### config.mk
export PLATFORM = sky130hd
export DESIGN_NAME = owrb_seq
export DESIGN_NICKNAME = d
export VERILOG_FILES = /design/src/rtl/owrb_pkg.sv /design/src/rtl/owrb_seq.sv
export VERILOG_INCLUDE_DIRS = /design/src /design/src/rtl
export SDC_FILE = /design/constraint.sdc
export NUM_CORES = 1
export LEC_CHECK = 0
export ABC_CLOCK_PERIOD_IN_PS = 9940
export BUFFER_PORTS_ARGS = -buffer_cell sky130_fd_sc_hd__buf_2
export CAP_MARGIN = 25
export CORE_ASPECT_RATIO = 0.6
export CORE_MARGIN = 10
export CORE_UTILIZATION = 31
export DETAILED_ROUTE_END_ITERATION = 7
export RECOVER_POWER = 25
export SKIP_CTS_REPAIR_TIMING = 1
export SLEW_MARGIN = 40
export SYNTH_ARGS = -nofsm -noshare
export SYNTH_HDL_FRONTEND = slang
export SYNTH_SLANG_ARGS = --single-unit
### constraint.sdc
create_clock -name clk -period 9.94 [get_ports clk]
set_clock_uncertainty 0.15 [all_clocks]
set_input_delay 0.497 -clock clk [delete_from_list [all_inputs] [get_ports clk]]
set_output_delay 0.497 -clock clk [all_outputs]
set_load 0.01 [all_outputs]
### src/rtl/overwrite_ring_block_reader_assert.svh
// Assertion macros used by the ring reader sequencer (owrb_seq).
// OWRB_ASSERT_NOW: consequent must hold in the same cycle as the antecedent.
// OWRB_ASSERT_NEXT: consequent must hold one cycle after the antecedent.
`ifndef OVERWRITE_RING_BLOCK_READER_ASSERT_SVH
`define OVERWRITE_RING_BLOCK_READER_ASSERT_SVH

`ifndef SYNTH
`define OWRB_ASSERT_NOW(label, ante, cons) \
  label: assert property (@(posedge clk) disable iff (!rst_n) (ante) |-> (cons)) \
    else $error("owrb assertion failed");
`define OWRB_ASSERT_NEXT(label, ante, cons) \
  label: assert property (@(posedge clk) disable iff (!rst_n) (ante) |=> (cons)) \
    else $error("owrb assertion failed");
`else
`define OWRB_ASSERT_NOW(label, ante, cons)
`define OWRB_ASSERT_NEXT(label, ante, cons)
`endif

`endif

### src/rtl/owrb_pkg.sv
package owrb_pkg;

  localparam int unsigned BUFFER_DEPTH = 262144;
  localparam int unsigned MAX_BLOCK    = 64;
  localparam int unsigned PTR_W        = $clog2(BUFFER_DEPTH);
  localparam int unsigned CNT_W        = $clog2(BUFFER_DEPTH + 1);
  localparam int unsigned LEN_W        = 7;
  localparam int unsigned SAMPLE_W     = 16;
  localparam int unsigned IN_DATA_W    = 24;

  localparam logic [PTR_W-1:0] PTR_LAST   = PTR_W'(BUFFER_DEPTH - 1);
  localparam logic [CNT_W-1:0] FULL_COUNT = CNT_W'(BUFFER_DEPTH);
  localparam logic [LEN_W-1:0] LEN_MAX    = LEN_W'(MAX_BLOCK);

  localparam logic ACT_PUSH = 1'b0;
  localparam logic ACT_READ = 1'b1;

  typedef enum logic [1:0] {
    S_IDLE,
    S_ADDR,
    S_DATA,
    S_FAIL
  } owrb_state_t;

  typedef struct packed {
    logic                we;
    logic                re;
    logic [PTR_W-1:0]    addr;
    logic [SAMPLE_W-1:0] wdata;
  } owrb_mem_req_t;

  typedef struct packed {
    logic load;
    logic ok;
    logic last;
  } owrb_emit_t;

endpackage

### src/rtl/owrb_seq.sv
module owrb_seq
  import owrb_pkg::*;
(
  input  logic                clk,
  input  logic                rst_n,
  input  logic                in_valid,
  input  logic                in_action,
  input  logic [SAMPLE_W-1:0] in_sample,
  input  logic [LEN_W-1:0]    in_len,
  input  logic                out_free,
  output logic                in_ready,
  output owrb_mem_req_t       mem_req,
  output owrb_emit_t          emit
);

  owrb_state_t      state_r, state_nxt;
  logic [PTR_W-1:0] rd_ptr_r, rd_ptr_nxt;
  logic [PTR_W-1:0] wr_ptr_r, wr_ptr_nxt;
  logic [CNT_W-1:0] fill_r, fill_nxt;
  logic [LEN_W-1:0] rem_r, rem_nxt;

  // shared pointer unit: increment with wrap
  logic [PTR_W-1:0] ptr_op;
  logic [PTR_W-1:0] ptr_inc;
  logic             bad_len;

  // a full ring has both pointers equal, so one increment serves both on push
  assign ptr_op  = (state_r == S_IDLE) ? wr_ptr_r : rd_ptr_r;
  assign ptr_inc = (ptr_op == PTR_LAST) ? '0 : ptr_op + 1'b1;

  assign bad_len = (in_len == '0) || (in_len > LEN_MAX) ||
                   (CNT_W'(in_len) > fill_r);

  always_ff @(posedge clk) begin
    if (!rst_n) begin
      state_r  <= S_IDLE;
      rd_ptr_r <= '0;
      wr_ptr_r <= '0;
      fill_r   <= '0;
      rem_r    <= '0;
    end else begin
      state_r  <= state_nxt;
      rd_ptr_r <= rd_ptr_nxt;
      wr_ptr_r <= wr_ptr_nxt;
      fill_r   <= fill_nxt;
      rem_r    <= rem_nxt;
    end
  end

  always_comb begin
    state_nxt     = state_r;
    rd_ptr_nxt    = rd_ptr_r;
    wr_ptr_nxt    = wr_ptr_r;
    fill_nxt      = fill_r;
    rem_nxt       = rem_r;
    in_ready      = 1'b0;
    mem_req.we    = 1'b0;
    mem_req.re    = 1'b0;
    mem_req.addr  = rd_ptr_r;
    mem_req.wdata = in_sample;
    emit.load     = 1'b0;
    emit.ok       = 1'b0;
    emit.last     = 1'b0;

    case (state_r)
      S_IDLE: begin
        in_ready = 1'b1;
        if (in_valid) begin
          if (in_action == ACT_PUSH) begin
            mem_req.we   = 1'b1;
            mem_req.addr = wr_ptr_r;
            wr_ptr_nxt   = ptr_inc;
            // drop the oldest sample when full
            if (fill_r == FULL_COUNT) begin
              rd_ptr_nxt = ptr_inc;
            end else begin
              fill_nxt = fill_r + 1'b1;
            end
          end else if (bad_len) begin
            state_nxt = S_FAIL;
          end else begin
            rem_nxt   = in_len;
            state_nxt = S_ADDR;
          end
        end
      end
      S_ADDR: begin
        mem_req.re = 1'b1;
        state_nxt  = S_DATA;
      end
      S_DATA: begin
        if (out_free) begin
          emit.load  = 1'b1;
          emit.ok    = 1'b1;
          emit.last  = (rem_r == LEN_W'(1));
          rd_ptr_nxt = ptr_inc;
          fill_nxt   = fill_r - 1'b1;
          rem_nxt    = rem_r - 1'b1;
          state_nxt  = (rem_r == LEN_W'(1)) ? S_IDLE : S_ADDR;
        end
      end
      S_FAIL: begin
        if (out_free) begin
          emit.load = 1'b1;
          emit.last = 1'b1;
          state_nxt = S_IDLE;
        end
      end
      default: begin
        state_nxt = S_IDLE;
      end
    endcase
  end

`include "overwrite_ring_block_reader_assert.svh"

  `OWRB_ASSERT_NOW(a_fill_bound, 1'b1, fill_r <= FULL_COUNT)
  `OWRB_ASSERT_NOW(a_full_ptrs, fill_r == FULL_COUNT, rd_ptr_r == wr_ptr_r)
  `OWRB_ASSERT_NOW(a_emit_free, emit.load, out_free)
  `OWRB_ASSERT_NEXT(a_addr_data, state_r == S_ADDR, state_r == S_DATA)

endmodule

Yosys cells after proc, flatten, opt, wreduce, memory -nomap -nowiden
Cells that the tools add are included.
Word-level totals
  output and inout bits: 40
  input port bits: 28
  bits in registers: 64
  word-level logic and storage cells: 73
Operators by class
  add/subtract/negate cells: 4
  reductions and logical operators: 10
  multiplexer cells: 37
  equal/unequal tests: 14
  $lt $le $gt $ge: 2
  bitwise logic cells: 1
Operators with widths (number)
  18-bit two-way mux: 9
  19-bit two-way mux: 4
  19-bit case mux with 2 select lines: 1
  18-bit case mux with 2 select lines: 1
  7-bit two-way mux: 4
  19-bit by 1-bit adder with 19-bit output (second input constant): 1
  19-bit == test (second input constant): 1
  7-bit by 19-bit greater-than comparator with 1-bit output: 1
  19-bit by 1-bit subtractor with 19-bit output (second input constant): 1
  18-bit by 1-bit adder with 18-bit output (second input constant): 1
  18-bit == test (second input constant): 1
  5-bit AND reduction: 3
  2-bit != test (second input constant): 7
  7-bit case mux with 2 select lines: 1
  2-bit two-way mux: 5
  1-bit two-way mux: 8
  2-bit case mux with 4 select lines: 1
  7-bit by 1-bit == test with 1-bit output (second input constant): 1
  7-bit greater-than comparator (second input constant): 1
  7-bit logical NOT: 1
  7-bit by 1-bit subtractor with 7-bit output (second input constant): 1
  2-bit == test (second input constant): 2
  1-bit case mux with 2 select lines: 2
  4-bit AND reduction: 1
  other kinds (8): 9

Longest topological paths before layout
  word-level depth: 8
  gate-level depth with buffers: 13
  mapped depth without buffers: 11

Least setup slack after synthesis
OpenSTA, ideal clock, no wires.
  path type: register to register
  start: reg state_r[0]
  end: reg rd_ptr_r[8]
  buffers on the path: 1
  arrival: 3027 ps
  cell stages (with the launch flop): 13
  setup slack: 6630 ps
  library setup time: 132 ps
  data required time: 9658 ps
  period minus slack after synthesis: 3310 ps
  cells stage by stage: dfxtp_1 or2_2 inv_2 buf_1 nand2_1 nand2_1 ha_1 nor4bb_1 o2bb2a_1 and2_0 mux2_2 a32oi_1 a21oi_1
On the way
  word-level cells in the longest chain between the ends: 8
  elaborated cells between the ends (all ways): 17
  classes of those cells: add/sub: 1; eq/ne: 6; mux: 7; reduce/logical: 3
RTL lines
  start: declaration: line owrb_seq.sv:16  | owrb_state_t state_r, state_nxt;
  start signal: assignment: line owrb_seq.sv:42  | state_r <= state_nxt;
  2-bit logical NOT: line owrb_seq.sv:28, owrb_seq.sv:65
  18-bit two-way mux: line owrb_seq.sv:28  | assign ptr_op = (state_r == S_IDLE) ? wr_ptr_r : rd_ptr_r;
  18-bit by 1-bit adder with 18-bit output / 18-bit == test (equally long branches): line owrb_seq.sv:29  | assign ptr_inc = (ptr_op == PTR_LAST) ? '0 : ptr_op + 1'b1;
  18-bit two-way mux: line owrb_seq.sv:29
  18-bit two-way mux: line owrb_seq.sv:74  | if (fill_r == FULL_COUNT) begin
  18-bit two-way mux: line owrb_seq.sv:69  | if (in_action == ACT_PUSH) begin
  18-bit two-way mux: line owrb_seq.sv:68  | if (in_valid) begin
  18-bit case mux with 2 select lines: line owrb_seq.sv:65  | case (state_r)
  end signal: assignment: line owrb_seq.sv:43  | rd_ptr_r <= rd_ptr_nxt;
  end: declaration: line owrb_seq.sv:17  | logic [PTR_W-1:0] rd_ptr_r, rd_ptr_nxt;
Parallel ways exist; a longest one is shown, timed or not. The select of a mux whose other input is x is not followed.
A chain may end at the register's enable or synchronous reset.

Final worst setup path
  start: reg state_r[0]
  end: reg wr_ptr_r[3]
On the way
  word-level cells in the longest chain between the ends: 4
  elaborated cells between the ends (all ways): 6
  classes of those cells: add/sub: 1; eq/ne: 1; mux: 2; reduce/logical: 2
RTL lines
  2-bit logical NOT (*): line owrb_seq.sv:28, owrb_seq.sv:65
  18-bit two-way mux: line owrb_seq.sv:28
  18-bit by 1-bit adder with 18-bit output / 18-bit == test (equally long branches): line owrb_seq.sv:29
  18-bit two-way mux: line owrb_seq.sv:29
  end signal: assignment: line owrb_seq.sv:44  | wr_ptr_r <= wr_ptr_nxt;
  end: declaration: line owrb_seq.sv:18  | logic [PTR_W-1:0] wr_ptr_r, wr_ptr_nxt;
Mark *: on every way between the ends. The rest lies on a longest branch, timed or not.

==> impl_results.md <==
* Outcome: finished, violations left
* Failing checks: max-capacitance violations, max-slew violations
* Mapped Nets at 704
* Synth Flop Type: dfxtp_1
* Max Clock Freq at 0.237 GHz
* Core Region at 15200 sq um
* First-pass GRT wire length at 23300 microns
* Final ANT Viol Nets at 0
* # port buffers at 35
* Global Route Usage Sum at 13.5%
* Worst Setup SP: state_r[0]$_SDFFE_PN0P_
* Max VDD drop at 0.0808 mV
* Synth cell count leaders: nand2_1, dfxtp_1, a21oi_1
* H-tree levels at 3
* RePlAce Congestion at 0.873
* CTS tree: built
* Initial core utilization at 31.4%
* #FFs+latches synth at 64
* Yosys top cell by area: dfxtp_1
* Pleak at 1.95 nW
* Largest net degree at the start of global routing at 39
* Num CTS Buffers at 9
* DR pass1 iterations at 5
* Worst setup EP type: register
* Overall power at 0.000801 W
* First DRT Iteration DRCs at 495
* Die height at 116 microns
* Final HPWL from detailed placement at 10100 microns
* Post-route DRC at 0
* Nets at 697
* Syn_area_per_cell at 7.19 sq um
* Hold WC Path Type: reg -> reg
* Max incr delay on CP at 0.87 ns
* Mapped Cells at 665
* Critical Path Sink: wr_ptr_r[3]$_SDFFE_PN0P_
* Register area share after synthesis at 26.8%
* Worst R2R Start: state_r[0]$_SDFFE_PN0P_
* Clk_lat worst skew at 0.34 ns
* Root Driver: clkbuf_16
* Diodes inserted at 0
* Initial antenna violation count at 0
* Setup Crit Path Kind: reg -> reg
* Relative slew slack at -11.1%
* Total gr overflow at 0
* Fin cells at 866
* Worst EP arrival at 4.22 ns
* Placed Cells at 850
* Cells along the critical path: clkbuf_1 > o21ai_0 > nand2_1 > ha_1 > nor4bb_1 > o2bb2a_1 > nand3_1 > o31ai_1 > or3b_2 > a31oi_1
* Reg2Reg Depth at 10
* Ys async rst share at 0%
* Final Hold Viols at 0
* Crit path time final at 4.22 ns
* Leading post-synthesis cells by cell area: dfxtp_1, nand2_1, a21oi_1
* Final setup vio count at 0
* Routed len/inst at 16.3 microns
* DR vias at 4718
* Max Cap Viol at 2
* FF-to-FF setup slack at 5.72 ns
* Die Area at 21000 sq um
* Bufs on Longest Clock Path at 2
* Sink Count at 64
* Unrepaired setup endpoints after global routing: false
* Vias per std cell at 5.45
* Clock transition at path regs at 0.06 ns
* Post-synth EDFFs at 0
* Die width at 180 microns
* Share of cells above drive strength 1 at 10.9%
* Pwr Density at 153 nW/um^2
* Cell with the most instances after synthesis: nand2_1
* Layout fillers at 1659
* Critical Path Slowest Stage Cell: clkbuf_1
* Boundary pin count at 68
* CP Data Required Time at 9.94 ns
* Worst-path fanout max at 30
* Layout area overhead at 9.20%
* Max-slew violation count at 70
* Top cell type's share of synthesized area at 26.8%
* Vias in the first global route at 4238
* Worst Setup Start Kind: register
* Unique cell type count in the Yosys netlist at 68
* Post-route clock period utilization at 42.4%
* Setup TNS Final at 0 ns
* Std cell rows at 35
* Total routed wirelength at 14100 microns
* Yosys warns at 0
* Post-Syn Area at 4780 sq um
* Worst-margin pin slew at 1.67 ns
* Reg-to-Reg End: wr_ptr_r[3]$_SDFFE_PN0P_
-- final cells by class --
type | count | area [sq um] | share of cell area, %
multi-input cells | 524 | 3140 | 60.0
clock buffers | 9 | 225 | 4.31
clock inverters | 7 | 48.8 | 0.934
flip-flops and latches | 64 | 1280 | 24.5
repair buffers | 43 | 218 | 4.17
inverters | 16 | 61.3 | 1.17
well taps | 203 | 254 | 4.86
-- flip-flops by register name (all words and copies together), names as in the netlist --
register and count:
rd_ptr_r 18, fill_r 19, state_r 2, rem_r 7, wr_ptr_r 18
-- power by group --
group	switching [W]	internal [W]
Clock	0.000125	0.000168
Sequential	0.0000208	0.000271
Combinational	0.000144	0.0000717
-- cell usage in the layout, fill, tap and decap left out, drive strengths merged, types with 10 or more instances in the layout --
cell	n
nand2	127
dfxtp	64
a21oi	58
nand3	39
nor2	38
buf	37
o21ai	34
mux2i	25
o211ai	16
or3	16
nor3	15
clkbuf	15
inv	14
xnor2	14
nor4	12
o31ai	11
ha	11
nand4	10
-- routing by layer --
layer  vias to the layer above  GRT usage, %  routed length, microns
li1                       2365             -                       -
met1                      2210          21.2                    7990
met2                       137          17.1                    5150
met3                         6          3.71                     937
met4                         0          2.34                      65
met5                         -             0                       0
-- critical path, delay by kind of cell, from the launching register on --
| family | cells | cell delay [ns] |
|---|---|---|
| fa+ha+maj | 1 | 0.26 |
| simple gates | 4 | 1.18 |
| compound gates | 4 | 1.24 |
| buf+inv | 1 | 0.87 |
| flops | 1 | 0.32 |
-- through the flow --
step | hold slack, ns | cell area [sq um] | utilization (%) | worst slack [ns]
after floorplan | 0.289 | 4780 | - | 6.63
after global placement | 0.311 | 4960 | 32.6 | 6.44
after detailed placement | 0.314 | 4960 | 32.6 | 6.29
after CTS | 0.311 | 5240 | 34.4 | 6.27
after global routing | 0.327 | 5230 | 34.3 | 5.34
final | 0.321 | 5230 | 34.3 | 5.72
-- how the worst min path moves through the flow --
stage / startpoint / to / slack (ns) / cells past startpoint
final: rem_r[1]$_SDFFE_PN0P_ / rem_r[1]$_SDFFE_PN0P_ / 0.32 / 2
after global routing: out_free / state_r[0]$_SDFFE_PN0P_ / 0.33 / 3
after CTS: out_free / state_r[0]$_SDFFE_PN0P_ / 0.31 / 3
after detailed placement: wr_ptr_r[16]$_SDFFE_PN0P_ / wr_ptr_r[16]$_SDFFE_PN0P_ / 0.31 / 2
after global placement: rem_r[1]$_SDFFE_PN0P_ / rem_r[1]$_SDFFE_PN0P_ / 0.31 / 2
after floorplan: rem_r[1]$_SDFFE_PN0P_ / rem_r[1]$_SDFFE_PN0P_ / 0.29 / 2
-- cell families after synthesis --
logic type | after synthesis | synth area share [%]
DFF | 64 | 26.8
buffers and inverters | 77 | 7.79
adders and majority gates | 11 | 2.88
xor gates and xnor gates | 21 | 3.84
muxes | 28 | 5.94
and+or+nand+nor | 309 | 32.5
AOI/OAI and AO/OA | 155 | 20.3
No activity file was read; power rests on OpenSTA's default activity.
